`config.mk`:
```
export PLATFORM = sky130hd
export DESIGN_NAME = lidar_point_range_crop_filter_flat
export DESIGN_NICKNAME = d
export VERILOG_FILES = /design/src/rtl/lpc_pkg.sv /design/src/rtl/lpc_if.sv /design/src/rtl/lidar_point_range_crop_filter.sv /design/src/rtl/lpc_cordic.sv /design/src/rtl/lpc_sqmul.sv /design/src/flat_wrapper.sv
export SDC_FILE = /design/constraint.sdc
export NUM_CORES = 2
export LEC_CHECK = 0
export BUFFER_PORTS_ARGS = -buffer_cell sky130_fd_sc_hd__buf_2
export CORE_AREA = 4 4 350 352
export DETAILED_ROUTE_END_ITERATION = 10
export DIE_AREA = 0 0 354 356
export GPL_TIMING_DRIVEN = 0
export SYNTH_ARGS = -nofsm -noshare
export SYNTH_HDL_FRONTEND = slang
export SYNTH_SLANG_ARGS = --single-unit
```
`constraint.sdc`:
```
create_clock -name clk -period 8.1 [get_ports clk]
set_input_delay 0.405 -clock clk [delete_from_list [all_inputs] [get_ports clk]]
set_output_delay 0.405 -clock clk [all_outputs]
set_load 0.02 [all_outputs]
```
`src/rtl/lpc_pkg.sv`:
```
`timescale 1ns / 1ps

package lpc_pkg;

    // register indexes of the configuration port
    localparam int CFG_IDX_W = 4;
    localparam logic [CFG_IDX_W-1:0] CFG_RANGE_LO   = 4'd0;
    localparam logic [CFG_IDX_W-1:0] CFG_RANGE_HI   = 4'd1;
    localparam logic [CFG_IDX_W-1:0] CFG_AZIMUTH_LO = 4'd2;
    localparam logic [CFG_IDX_W-1:0] CFG_AZIMUTH_HI = 4'd3;
    localparam logic [CFG_IDX_W-1:0] CFG_HEIGHT_LO  = 4'd4;
    localparam logic [CFG_IDX_W-1:0] CFG_HEIGHT_HI  = 4'd5;
    localparam logic [CFG_IDX_W-1:0] CFG_ROBOT_XY   = 4'd6;
    localparam logic [CFG_IDX_W-1:0] CFG_ROBOT_Z    = 4'd7;
    localparam int CFG_DATA_W = 64;

    localparam int DEF_COORD_WIDTH      = 16;
    localparam int DEF_ANGLE_ITERATIONS = 16;

    localparam int BOUND_W   = 16;
    localparam int AZ_W      = 12;
    localparam int KEPT_W    = 16;
    localparam logic [KEPT_W-1:0] KEPT_MAX = '1;

    // angle accumulator: 1/256 of a tenth of a degree
    localparam int ACC_W         = 22;
    localparam int ANG_TAB_W     = 17;
    localparam int ANG_IDX_W     = 5;
    localparam int ANG_HALF_TURN = 1800 * 256;
    localparam int AZ_LIMIT      = 1800;
    localparam int ROUND_HALF    = 128;

    // squaring sequence steps
    localparam int SQ_W = 3;
    localparam logic [SQ_W-1:0] SQ_AX   = 3'd0;
    localparam logic [SQ_W-1:0] SQ_AY   = 3'd1;
    localparam logic [SQ_W-1:0] SQ_LO   = 3'd2;
    localparam logic [SQ_W-1:0] SQ_HI   = 3'd3;
    localparam logic [SQ_W-1:0] SQ_LAST = 3'd4;
    localparam logic [SQ_W-1:0] SQ_DONE = 3'd5;

    typedef enum logic [1:0] {
        ST_IDLE,
        ST_RUN,
        ST_FIN,
        ST_DEC
    } lpc_state_t;

    typedef struct packed {
        logic load;
        logic step;
        logic finish;
    } lpc_ctl_t;

    // round(atan(2^-i) * 2560 * 180 / pi)
    function automatic logic [ANG_TAB_W-1:0] ang_tab(input logic [ANG_IDX_W-1:0] i);
        logic [ANG_TAB_W-1:0] v;
        unique case (i)
            5'd0:    v = 17'd115200;
            5'd1:    v = 17'd68007;
            5'd2:    v = 17'd35933;
            5'd3:    v = 17'd18240;
            5'd4:    v = 17'd9155;
            5'd5:    v = 17'd4582;
            5'd6:    v = 17'd2292;
            5'd7:    v = 17'd1146;
            5'd8:    v = 17'd573;
            5'd9:    v = 17'd286;
            5'd10:   v = 17'd143;
            5'd11:   v = 17'd72;
            5'd12:   v = 17'd36;
            5'd13:   v = 17'd18;
            5'd14:   v = 17'd9;
            5'd15:   v = 17'd4;
            5'd16:   v = 17'd2;
            5'd17:   v = 17'd1;
            5'd18:   v = 17'd1;
            default: v = 17'd0;
        endcase
        return v;
    endfunction

endpackage

```
`src/rtl/lpc_if.sv`:
```
`timescale 1ns / 1ps

interface lpc_in_if #(parameter int COORD_WIDTH = 16);
    logic                          valid;
    logic                          ready;
    logic signed [COORD_WIDTH-1:0] px;
    logic signed [COORD_WIDTH-1:0] py;
    logic signed [COORD_WIDTH-1:0] pz;
    logic                          cloud_end;

    modport source (output valid, px, py, pz, cloud_end, input ready);
    modport sink   (input valid, px, py, pz, cloud_end, output ready);
endinterface

interface lpc_out_if #(parameter int COORD_WIDTH = 16);
    logic                          valid;
    logic                          ready;
    logic                          keep;
    logic signed [COORD_WIDTH-1:0] out_x;
    logic signed [COORD_WIDTH-1:0] out_y;
    logic signed [COORD_WIDTH-1:0] out_z;
    logic [15:0]                   kept_total;
    logic                          out_end;

    modport source (output valid, keep, out_x, out_y, out_z, kept_total, out_end,
                    input ready);
    modport sink   (input valid, keep, out_x, out_y, out_z, kept_total, out_end,
                    output ready);
endinterface

```
`src/rtl/lidar_point_range_crop_filter.sv`:
```
`timescale 1ns / 1ps

// Lidar point crop filter.
//
// pt_in takes one point word (px, py, pz, cloud_end); pt_out gives one result
// word per point (keep, out_x/y/z, kept_total, out_end). cfg_we/cfg_index/
// cfg_data write the bound and robot-box registers; write only while idle.
// Indexes past the last register are dropped.
//
// Each point passes through the states in order: the idle state takes the
// point, the iterative arctangent then runs one vectoring step per cycle,
// a finish state rounds the angle and a decide state compares. The squarer
// shares the step cycles, one product per cycle. A result becomes valid when
// the block returns to idle, and pt_in is ready again in that same cycle.
//
// The output word sits in a register, so a new point is taken and worked on
// while a result still waits; if pt_out is still stalled when the next result
// is ready, the block holds it in the compare step.
// Reset restores the register defaults, clears the kept count, empties the
// output register and leaves the block ready.
module lidar_point_range_crop_filter
    import lpc_pkg::*;
#(
    parameter int COORD_WIDTH      = DEF_COORD_WIDTH,
    parameter int ANGLE_ITERATIONS = DEF_ANGLE_ITERATIONS
)
(
    input  logic                  clk,
    input  logic                  rst_n,
    lpc_in_if.sink                pt_in,
    lpc_out_if.source             pt_out,
    input  logic                  cfg_we,
    input  logic [CFG_IDX_W-1:0]  cfg_index,
    input  logic [CFG_DATA_W-1:0] cfg_data
);

    localparam int MW = (COORD_WIDTH > BOUND_W) ? COORD_WIDTH : BOUND_W;
    localparam int DW = 2 * MW + 1;

    // configuration registers
    logic [BOUND_W-1:0]        range_lo_reg, range_hi_reg;
    logic signed [AZ_W-1:0]    azimuth_lo_reg, azimuth_hi_reg;
    logic signed [BOUND_W-1:0] height_lo_reg, height_hi_reg;
    logic [63:0]               robot_xy_reg;
    logic [31:0]               robot_z_reg;

    // sequencer and point hold
    lpc_state_t state_reg, state_next;
    lpc_ctl_t   ctl;
    logic       load_out;

    logic signed [COORD_WIDTH-1:0] px_reg, py_reg, pz_reg;
    logic                          end_reg;
    logic [KEPT_W-1:0]             kept_reg, kept_inc;

    // output word register
    logic                          out_valid_reg;
    logic                          out_keep_reg, out_end_reg;
    logic signed [COORD_WIDTH-1:0] out_x_reg, out_y_reg, out_z_reg;
    logic [KEPT_W-1:0]             out_kept_reg;

    // unit results
    logic                   cordic_last, sq_done;
    logic signed [AZ_W-1:0] az;
    logic [DW-1:0]          d2, lo_sq, hi_sq;

    logic signed [MW-1:0] xe, ye, ze;
    logic in_range, in_box, keep;

    lpc_cordic #(
        .COORD_WIDTH      (COORD_WIDTH),
        .ANGLE_ITERATIONS (ANGLE_ITERATIONS)
    ) u_cordic (
        .clk   (clk),
        .rst_n (rst_n),
        .ctl   (ctl),
        .x     (pt_in.px),
        .y     (pt_in.py),
        .last  (cordic_last),
        .az    (az)
    );

    lpc_sqmul #(
        .COORD_WIDTH (COORD_WIDTH)
    ) u_sqmul (
        .clk   (clk),
        .rst_n (rst_n),
        .ctl   (ctl),
        .x     (pt_in.px),
        .y     (pt_in.py),
        .lo    (range_lo_reg),
        .hi    (range_hi_reg),
        .done  (sq_done),
        .d2    (d2),
        .lo_sq (lo_sq),
        .hi_sq (hi_sq)
    );

    always_ff @(posedge clk or negedge rst_n)
    begin
        if (!rst_n)
        begin
            range_lo_reg   <= 16'd0;
            range_hi_reg   <= 16'd3000;
            azimuth_lo_reg <= -12'sd1800;
            azimuth_hi_reg <= 12'sd1800;
            height_lo_reg  <= 16'sd30;
            height_hi_reg  <= 16'sd150;
            robot_xy_reg   <= 64'd28428543157665692;
            robot_z_reg    <= 32'd6619036;
        end
        else if (cfg_we)
        begin
            unique case (cfg_index)
                CFG_RANGE_LO:   range_lo_reg   <= cfg_data[15:0];
                CFG_RANGE_HI:   range_hi_reg   <= cfg_data[15:0];
                CFG_AZIMUTH_LO: azimuth_lo_reg <= $signed(cfg_data[11:0]);
                CFG_AZIMUTH_HI: azimuth_hi_reg <= $signed(cfg_data[11:0]);
                CFG_HEIGHT_LO:  height_lo_reg  <= $signed(cfg_data[15:0]);
                CFG_HEIGHT_HI:  height_hi_reg  <= $signed(cfg_data[15:0]);
                CFG_ROBOT_XY:   robot_xy_reg   <= cfg_data;
                CFG_ROBOT_Z:    robot_z_reg    <= cfg_data[31:0];
                default: ;
            endcase
        end
    end

    // tests, all bounds inclusive; an empty band fails everything
    always_comb
    begin
        xe = MW'(px_reg);
        ye = MW'(py_reg);
        ze = MW'(pz_reg);
        in_range = (d2 >= lo_sq) && (d2 <= hi_sq)
                && (az >= azimuth_lo_reg) && (az <= azimuth_hi_reg)
                && (ze >= MW'(height_lo_reg)) && (ze <= MW'(height_hi_reg));
        in_box   = (xe >= MW'($signed(robot_xy_reg[15:0])))
                && (xe <= MW'($signed(robot_xy_reg[31:16])))
                && (ye >= MW'($signed(robot_xy_reg[47:32])))
                && (ye <= MW'($signed(robot_xy_reg[63:48])))
                && (ze >= MW'($signed(robot_z_reg[15:0])))
                && (ze <= MW'($signed(robot_z_reg[31:16])));
        keep     = in_range && !in_box;
        // count saturates at the top
        kept_inc = (keep && (kept_reg != KEPT_MAX)) ? kept_reg + 1'b1 : kept_reg;
    end

    always_comb
    begin
        state_next  = state_reg;
        ctl         = '0;
        load_out    = 1'b0;
        pt_in.ready = 1'b0;
        unique case (state_reg)
            ST_IDLE:
            begin
                pt_in.ready = 1'b1;
                if (pt_in.valid)
                begin
                    ctl.load   = 1'b1;
                    state_next = ST_RUN;
                end
            end
            ST_RUN:
            begin
                ctl.step = 1'b1;
                if (cordic_last)
                    state_next = ST_FIN;
            end
            ST_FIN:
            begin
                ctl.finish = 1'b1;
                state_next = ST_DEC;
            end
            ST_DEC:
            begin
                // wait here while the previous word is still held
                if (!out_valid_reg || pt_out.ready)
                begin
                    load_out   = 1'b1;
                    state_next = ST_IDLE;
                end
            end
            default: state_next = ST_IDLE;
        endcase
    end

    always_ff @(posedge clk or negedge rst_n)
    begin
        if (!rst_n)
        begin
            state_reg     <= ST_IDLE;
            kept_reg      <= '0;
            out_valid_reg <= 1'b0;
        end
        else
        begin
            state_reg <= state_next;
            if (load_out)
            begin
                kept_reg      <= end_reg ? '0 : kept_inc;
                out_valid_reg <= 1'b1;
            end
            else if (pt_out.ready)
            begin
                out_valid_reg <= 1'b0;
            end
        end
    end

    always_ff @(posedge clk)
    begin
        if (ctl.load)
        begin
            px_reg  <= pt_in.px;
            py_reg  <= pt_in.py;
            pz_reg  <= pt_in.pz;
            end_reg <= pt_in.cloud_end;
        end
        if (load_out)
        begin
            out_keep_reg <= keep;
            out_x_reg    <= px_reg;
            out_y_reg    <= py_reg;
            out_z_reg    <= pz_reg;
            out_kept_reg <= kept_inc;
            out_end_reg  <= end_reg;
        end
    end

    assign pt_out.valid      = out_valid_reg;
    assign pt_out.keep       = out_keep_reg;
    assign pt_out.out_x      = out_x_reg;
    assign pt_out.out_y      = out_y_reg;
    assign pt_out.out_z      = out_z_reg;
    assign pt_out.kept_total = out_kept_reg;
    assign pt_out.out_end    = out_end_reg;

    // squares must be settled before the angle is rounded
    a_sq_ready: assert property (@(posedge clk) disable iff (!rst_n)
        (state_reg == ST_FIN) |-> sq_done)
        else $error("squarer not finished at angle rounding");

    // no point taken while one is in flight
    a_busy: assert property (@(posedge clk) disable iff (!rst_n)
        (state_reg != ST_IDLE) |-> !pt_in.ready)
        else $error("input ready while busy");

    // count clears after the last word of a cloud
    a_cloud_clear: assert property (@(posedge clk) disable iff (!rst_n)
        (load_out && end_reg) |=> (kept_reg == '0))
        else $error("kept count not cleared at cloud end");

    // a held word is never overwritten
    a_no_overrun: assert property (@(posedge clk) disable iff (!rst_n)
        load_out |-> (!out_valid_reg || pt_out.ready))
        else $error("output word overwritten");

endmodule

```
`src/rtl/lpc_cordic.sv`:
```
`timescale 1ns / 1ps

module lpc_cordic
    import lpc_pkg::*;
#(
    parameter int COORD_WIDTH      = DEF_COORD_WIDTH,
    parameter int ANGLE_ITERATIONS = DEF_ANGLE_ITERATIONS
)
(
    input  logic                          clk,
    input  logic                          rst_n,
    input  lpc_ctl_t                      ctl,
    input  logic signed [COORD_WIDTH-1:0] x,
    input  logic signed [COORD_WIDTH-1:0] y,
    output logic                          last,
    output logic signed [AZ_W-1:0]        az
);

    // scaled by 2^16, plus headroom for negation and CORDIC gain
    localparam int CW = COORD_WIDTH + 19;
    localparam int IW = (ANGLE_ITERATIONS > 1) ? $clog2(ANGLE_ITERATIONS) : 1;

    logic signed [CW-1:0]    xs_reg, ys_reg;
    logic signed [ACC_W-1:0] acc_reg;
    logic [IW-1:0]           cnt_reg;
    logic                    origin_reg;
    logic signed [AZ_W-1:0]  az_reg;

    logic signed [CW-1:0]    xl, yl, dx, dy;
    logic signed [ACC_W-1:0] tab, rnd, half;

    always_comb
    begin
        xl   = $signed({{(CW-COORD_WIDTH-16){x[COORD_WIDTH-1]}}, x, 16'b0});
        yl   = $signed({{(CW-COORD_WIDTH-16){y[COORD_WIDTH-1]}}, y, 16'b0});
        dx   = ys_reg >>> cnt_reg;
        dy   = xs_reg >>> cnt_reg;
        tab  = $signed({{(ACC_W-ANG_TAB_W){1'b0}}, ang_tab(ANG_IDX_W'(cnt_reg))});
        half = ACC_W'(ANG_HALF_TURN);
        rnd  = (acc_reg + ACC_W'(ROUND_HALF)) >>> 8;
    end

    assign last = (cnt_reg == IW'(ANGLE_ITERATIONS - 1));
    assign az   = az_reg;

    always_ff @(posedge clk or negedge rst_n)
    begin
        if (!rst_n)
        begin
            cnt_reg <= '0;
        end
        else if (ctl.load)
        begin
            cnt_reg <= '0;
        end
        else if (ctl.step && !last)
        begin
            cnt_reg <= cnt_reg + 1'b1;
        end
    end

    always_ff @(posedge clk)
    begin
        if (ctl.load)
        begin
            origin_reg <= (x == '0) && (y == '0);
            if (x[COORD_WIDTH-1])
            begin
                xs_reg  <= -xl;
                ys_reg  <= -yl;
                acc_reg <= y[COORD_WIDTH-1] ? -half : half;
            end
            else
            begin
                xs_reg  <= xl;
                ys_reg  <= yl;
                acc_reg <= '0;
            end
        end
        else if (ctl.step)
        begin
            // y == 0 counts as non-negative
            if (!ys_reg[CW-1])
            begin
                xs_reg  <= xs_reg + dx;
                ys_reg  <= ys_reg - dy;
                acc_reg <= acc_reg + tab;
            end
            else
            begin
                xs_reg  <= xs_reg - dx;
                ys_reg  <= ys_reg + dy;
                acc_reg <= acc_reg - tab;
            end
        end

        if (ctl.finish)
        begin
            if (origin_reg)
                az_reg <= '0;
            else if (rnd > ACC_W'(AZ_LIMIT))
                az_reg <= AZ_W'(AZ_LIMIT);
            else if (rnd < -ACC_W'(AZ_LIMIT))
                az_reg <= -AZ_W'(AZ_LIMIT);
            else
                az_reg <= AZ_W'(rnd);
        end
    end

endmodule

```
`src/rtl/lpc_sqmul.sv`:
```
`timescale 1ns / 1ps

module lpc_sqmul
    import lpc_pkg::*;
#(
    parameter int COORD_WIDTH = DEF_COORD_WIDTH,
    localparam int MW = (COORD_WIDTH > BOUND_W) ? COORD_WIDTH : BOUND_W,
    localparam int DW = 2 * MW + 1
)
(
    input  logic                          clk,
    input  logic                          rst_n,
    input  lpc_ctl_t                      ctl,
    input  logic signed [COORD_WIDTH-1:0] x,
    input  logic signed [COORD_WIDTH-1:0] y,
    input  logic [BOUND_W-1:0]            lo,
    input  logic [BOUND_W-1:0]            hi,
    output logic                          done,
    output logic [DW-1:0]                 d2,
    output logic [DW-1:0]                 lo_sq,
    output logic [DW-1:0]                 hi_sq
);

    localparam int PW = 2 * MW;

    logic [SQ_W-1:0]        cnt_reg;
    logic [MW-1:0]          ax_reg, ay_reg, lo_reg, hi_reg, op;
    logic [PW-1:0]          prod_reg;
    logic [DW-1:0]          d2_reg, lo_sq_reg, hi_sq_reg;
    logic [COORD_WIDTH-1:0] ax, ay;

    assign ax    = x[COORD_WIDTH-1] ? COORD_WIDTH'(-x) : COORD_WIDTH'(x);
    assign ay    = y[COORD_WIDTH-1] ? COORD_WIDTH'(-y) : COORD_WIDTH'(y);
    assign done  = (cnt_reg == SQ_DONE);
    assign d2    = d2_reg;
    assign lo_sq = lo_sq_reg;
    assign hi_sq = hi_sq_reg;

    // one squarer, operand picked by step
    always_comb
    begin
        case (cnt_reg)
            SQ_AX:   op = ax_reg;
            SQ_AY:   op = ay_reg;
            SQ_LO:   op = lo_reg;
            SQ_HI:   op = hi_reg;
            default: op = '0;
        endcase
    end

    always_ff @(posedge clk or negedge rst_n)
    begin
        if (!rst_n)
            cnt_reg <= SQ_DONE;
        else if (ctl.load)
            cnt_reg <= SQ_AX;
        else if (ctl.step && !done)
            cnt_reg <= cnt_reg + 1'b1;
    end

    always_ff @(posedge clk)
    begin
        if (ctl.load)
        begin
            ax_reg <= MW'(ax);
            ay_reg <= MW'(ay);
            lo_reg <= MW'(lo);
            hi_reg <= MW'(hi);
        end
        else if (ctl.step && !done)
        begin
            prod_reg <= op * op;
            case (cnt_reg)
                SQ_AY:   d2_reg    <= DW'(prod_reg);
                SQ_LO:   d2_reg    <= d2_reg + DW'(prod_reg);
                SQ_HI:   lo_sq_reg <= DW'(prod_reg);
                SQ_LAST: hi_sq_reg <= DW'(prod_reg);
                default: ;
            endcase
        end
    end

endmodule

```
`src/flat_wrapper.sv`:
```
// flat-port wrapper written by rule: the top's interface ports become plain ports
module lidar_point_range_crop_filter_flat import lpc_pkg::*;
#(
    parameter int COORD_WIDTH      = DEF_COORD_WIDTH,
    parameter int ANGLE_ITERATIONS = DEF_ANGLE_ITERATIONS
)
  (clk, rst_n, cfg_we, cfg_index, cfg_data, pt_in_valid, pt_in_px, pt_in_py, pt_in_pz, pt_in_cloud_end, pt_in_ready, pt_out_valid, pt_out_keep, pt_out_out_x, pt_out_out_y, pt_out_out_z, pt_out_kept_total, pt_out_out_end, pt_out_ready);
  lpc_in_if #(.COORD_WIDTH(COORD_WIDTH)) pt_in_i ();
  lpc_out_if #(.COORD_WIDTH(COORD_WIDTH)) pt_out_i ();
  input  logic clk;
  input  logic rst_n;
  input  logic cfg_we;
  input  logic [CFG_IDX_W-1:0] cfg_index;
  input  logic [CFG_DATA_W-1:0] cfg_data;
  input wire logic [$bits(pt_in_i.valid)-1:0] pt_in_valid;
  input wire logic [$bits(pt_in_i.px)-1:0] pt_in_px;
  input wire logic [$bits(pt_in_i.py)-1:0] pt_in_py;
  input wire logic [$bits(pt_in_i.pz)-1:0] pt_in_pz;
  input wire logic [$bits(pt_in_i.cloud_end)-1:0] pt_in_cloud_end;
  output wire logic [$bits(pt_in_i.ready)-1:0] pt_in_ready;
  output wire logic [$bits(pt_out_i.valid)-1:0] pt_out_valid;
  output wire logic [$bits(pt_out_i.keep)-1:0] pt_out_keep;
  output wire logic [$bits(pt_out_i.out_x)-1:0] pt_out_out_x;
  output wire logic [$bits(pt_out_i.out_y)-1:0] pt_out_out_y;
  output wire logic [$bits(pt_out_i.out_z)-1:0] pt_out_out_z;
  output wire logic [$bits(pt_out_i.kept_total)-1:0] pt_out_kept_total;
  output wire logic [$bits(pt_out_i.out_end)-1:0] pt_out_out_end;
  input wire logic [$bits(pt_out_i.ready)-1:0] pt_out_ready;
  assign pt_in_i.valid = pt_in_valid;
  assign pt_in_i.px = pt_in_px;
  assign pt_in_i.py = pt_in_py;
  assign pt_in_i.pz = pt_in_pz;
  assign pt_in_i.cloud_end = pt_in_cloud_end;
  assign pt_in_ready = pt_in_i.ready;
  assign pt_out_valid = pt_out_i.valid;
  assign pt_out_keep = pt_out_i.keep;
  assign pt_out_out_x = pt_out_i.out_x;
  assign pt_out_out_y = pt_out_i.out_y;
  assign pt_out_out_z = pt_out_i.out_z;
  assign pt_out_kept_total = pt_out_i.kept_total;
  assign pt_out_out_end = pt_out_i.out_end;
  assign pt_out_i.ready = pt_out_ready;
  lidar_point_range_crop_filter #(.COORD_WIDTH(COORD_WIDTH), .ANGLE_ITERATIONS(ANGLE_ITERATIONS)) u_core (.clk(clk), .rst_n(rst_n), .pt_in(pt_in_i), .pt_out(pt_out_i), .cfg_we(cfg_we), .cfg_index(cfg_index), .cfg_data(cfg_data));
endmodule
```
==> results.json <==
{
  "grtUsageTotal": 0.2355,
  "crit_type": "reg -> reg",
  "syn_area_per_cell_um2": 9.967,
  "layout-drive-gt1-share": 0.1424,
  "slew_headroom": 0.09893,
  "antenna_found_initial": 16,
  "worst-path-max-fanout": 10,
  "clock_path_buffers": 3,
  "grt_pass1_vias": 37700,
  "port_buffers": 189,
  "wl_per_cell_um": 22.16,
  "area_delta_synth_final_pct": 15.37,
  "required_ns": 8.52,
  "nets": 5891,
  "clock-sinks": 618,
  "synth_edf_count": 408,
  "ys_types": 99,
  "tightestPinTransition_ns": 1.352,
  "syn-cell-area_um2": 47600,
  "place_hpwl_mm": 117.1,
  "crit_path_top_delay_cell": "dfstp_2",
  "min_path_type": "in -> reg",
  "critPathMaxStageDelay_ns": 0.60,
  "grt_pass1_wl_mm": 228.5,
  "worst_setup_path_end_kind": "register",
  "wirelength_mm": 151.4,
  "start_kind": "register",
  "routabilityCongestion": 0.9751,
  "largest_reg_flops": 64,
  "cts_root_buf": "clkbuf_16",
  "fp.dieW_um": 354,
  "max_freq_ghz": 0.1274,
  "synthArstFlopShare": 0.3398,
  "finalSetupViolations": 0,
  "rows": 127,
  "cap_viol_max_count": 0,
  "rsz0062_at_grt": "true",
  "drt_iter0_drc": 3301,
  "clock-skew-final_ns": 0.04474,
  "vias": 38050,
  "insertion_delay_ns": 0.68,
  "synth_warnings": 0,
  "final.period_utilization": 0.9694,
  "htreeDepth": 3,
  "die_area_um2": 126000,
  "grt.overflow.total": 0,
  "outcome": "completed",
  "synth_ff_type": "edfxtp_1",
  "cts_tree": "built",
  "ys_seq_area_frac": 0.3696,
  "ant_nets": 0,
  "period_needed_ns": 7.852,
  "crit_arrival_ns": 8.27,
  "finalNonFillerCells": 6835,
  "post-place-cells": 6587,
  "drtPass1Iterations": 6,
  "clk_pin_slew_ns": 0.06,
  "ys_ff_latch": 618,
  "syn_inst": 4776,
  "cts_buffers": 76,
  "finalHoldViolCount": 0,
  "grt_max_degree": 115,
  "chipHeight_um": 356,
  "syn_nets": 5521,
  "num_io_pins": 190,
  "drc": 0,
  "drv_slew": 0,
  "start_util": 0.3989,
  "core_area_um2": 119300,
  "viasPerCell": 5.567,
  "cp_common_cell": "fa_1",
  "layout_common_cells": "inv_1 (514), nand2_1 (469), ha_1 (451)",
  "final_common_cell": "inv_1"
}
## final timing paths
path                                                       start                                    end  cells past startpoint  slack (ns)
max                        u_core.u_sqmul.cnt_reg[2]$_DFFE_PN1P_  u_core.u_sqmul.prod_reg[31]$_DFFE_PP_                     29        0.25
min                                                 cfg_data[32]    u_core.robot_xy_reg[32]$_DFFE_PN0P_                      2        0.03
max reg2reg                u_core.u_sqmul.cnt_reg[2]$_DFFE_PN1P_  u_core.u_sqmul.prod_reg[31]$_DFFE_PP_                     29        0.25
min reg2reg                   u_core.range_lo_reg[4]$_DFFE_PN0P_     u_core.u_sqmul.lo_reg[4]$_DFFE_PP_                      0        0.44
max in group asynchronous                                  rst_n    u_core.robot_xy_reg[62]$_DFFE_PN0P_                      3        6.52
min in group asynchronous                                  rst_n     u_core.robot_z_reg[25]$_DFFE_PN0P_                      2        0.42
## through the flow
| step | setup TNS (ns) | hold WS [ns] | utilization | cell area, um2 | worst slack [ns] |
|---|---|---|---|---|---|
| after floorplan | 0 | 0.1094 | - | 47600 | 0.06709 |
| after global placement | -32.39 | 0.4253 | 0.4237 | 50570 | -1.888 |
| after detailed placement | -31.33 | 0.4277 | 0.4258 | 50810 | -1.832 |
| after CTS | 0 | 0.0003845 | 0.4566 | 54490 | 0.002106 |
| after global routing | -0.09275 | 0.01841 | 0.4600 | 54890 | -0.05959 |
| final | 0 | 0.03162 | 0.4602 | 54920 | 0.2480 |
## routing by layer
layer | wire [um] | GRT usage
met5 | 13 | 0
met4 | 6209 | 0.09191
met3 | 11180 | 0.04642
met2 | 68810 | 0.3781
met1 | 65220 | 0.3147
## worst max-delay path, delay by kind of cell (launching register included)
family / cells / cell delay (ns)
fa+ha+maj: 8 / 3.53
compound gates: 10 / 2.26
buf+inv: 7 / 0.79
flops: 1 / 0.60
simple gates: 3 / 0.25
xor+xnor: 1 / 0.15
## cell usage after synthesis (110+ instances only)
cell | number | share of area
a21oi_1 | 285 | 0.030
clkbuf_1 | 110 | 0.0087
dfrtp_1 | 138 | 0.073
edfxtp_1 | 408 | 0.26
fa_1 | 167 | 0.070
ha_1 | 456 | 0.12
inv_1 | 518 | 0.041
mux2_2 | 114 | 0.027
nand2_1 | 477 | 0.038
nor2_1 | 307 | 0.024
o21ai_0 | 349 | 0.037
xnor2_1 | 158 | 0.029
xor2_1 | 115 | 0.021
## layout make-up
type | count | area [um2]
antenna | 13 | 32.53
buffer | 158 | 834.6
timing repair buffer | 300 | 2103
fill | 11350 | 64420
tap | 1612 | 2017
clock buffer | 98 | 2056
multi-input combinational | 3472 | 27720
clock inverter | 44 | 598.1
sequential | 618 | 17600
inverter | 520 | 1959
## what timing repair did
item / 4_1_cts / 5_1_grt
pin swaps: 6 / 19
setup buffers: 8 / 28
hold buffers: 65 / 0
endpoints found under the setup margin: 38 / 17
endpoints found under the hold margin: 150 / 0
resized for setup: 75 / 57
## kinds of logic after synthesis
family | share of synthesized area
adders and majority gates | 0.1901
muxes | 0.06771
AOI/OAI and AO/OA | 0.1416
and+or+nand+nor | 0.1231
buffers and inverters | 0.05724
DFF | 0.3696
xor gates and xnor gates | 0.05057
Power is left out: the tool's default activity adds up to more than one toggle a clock period on the data nets, which glitch-free logic cannot reach.
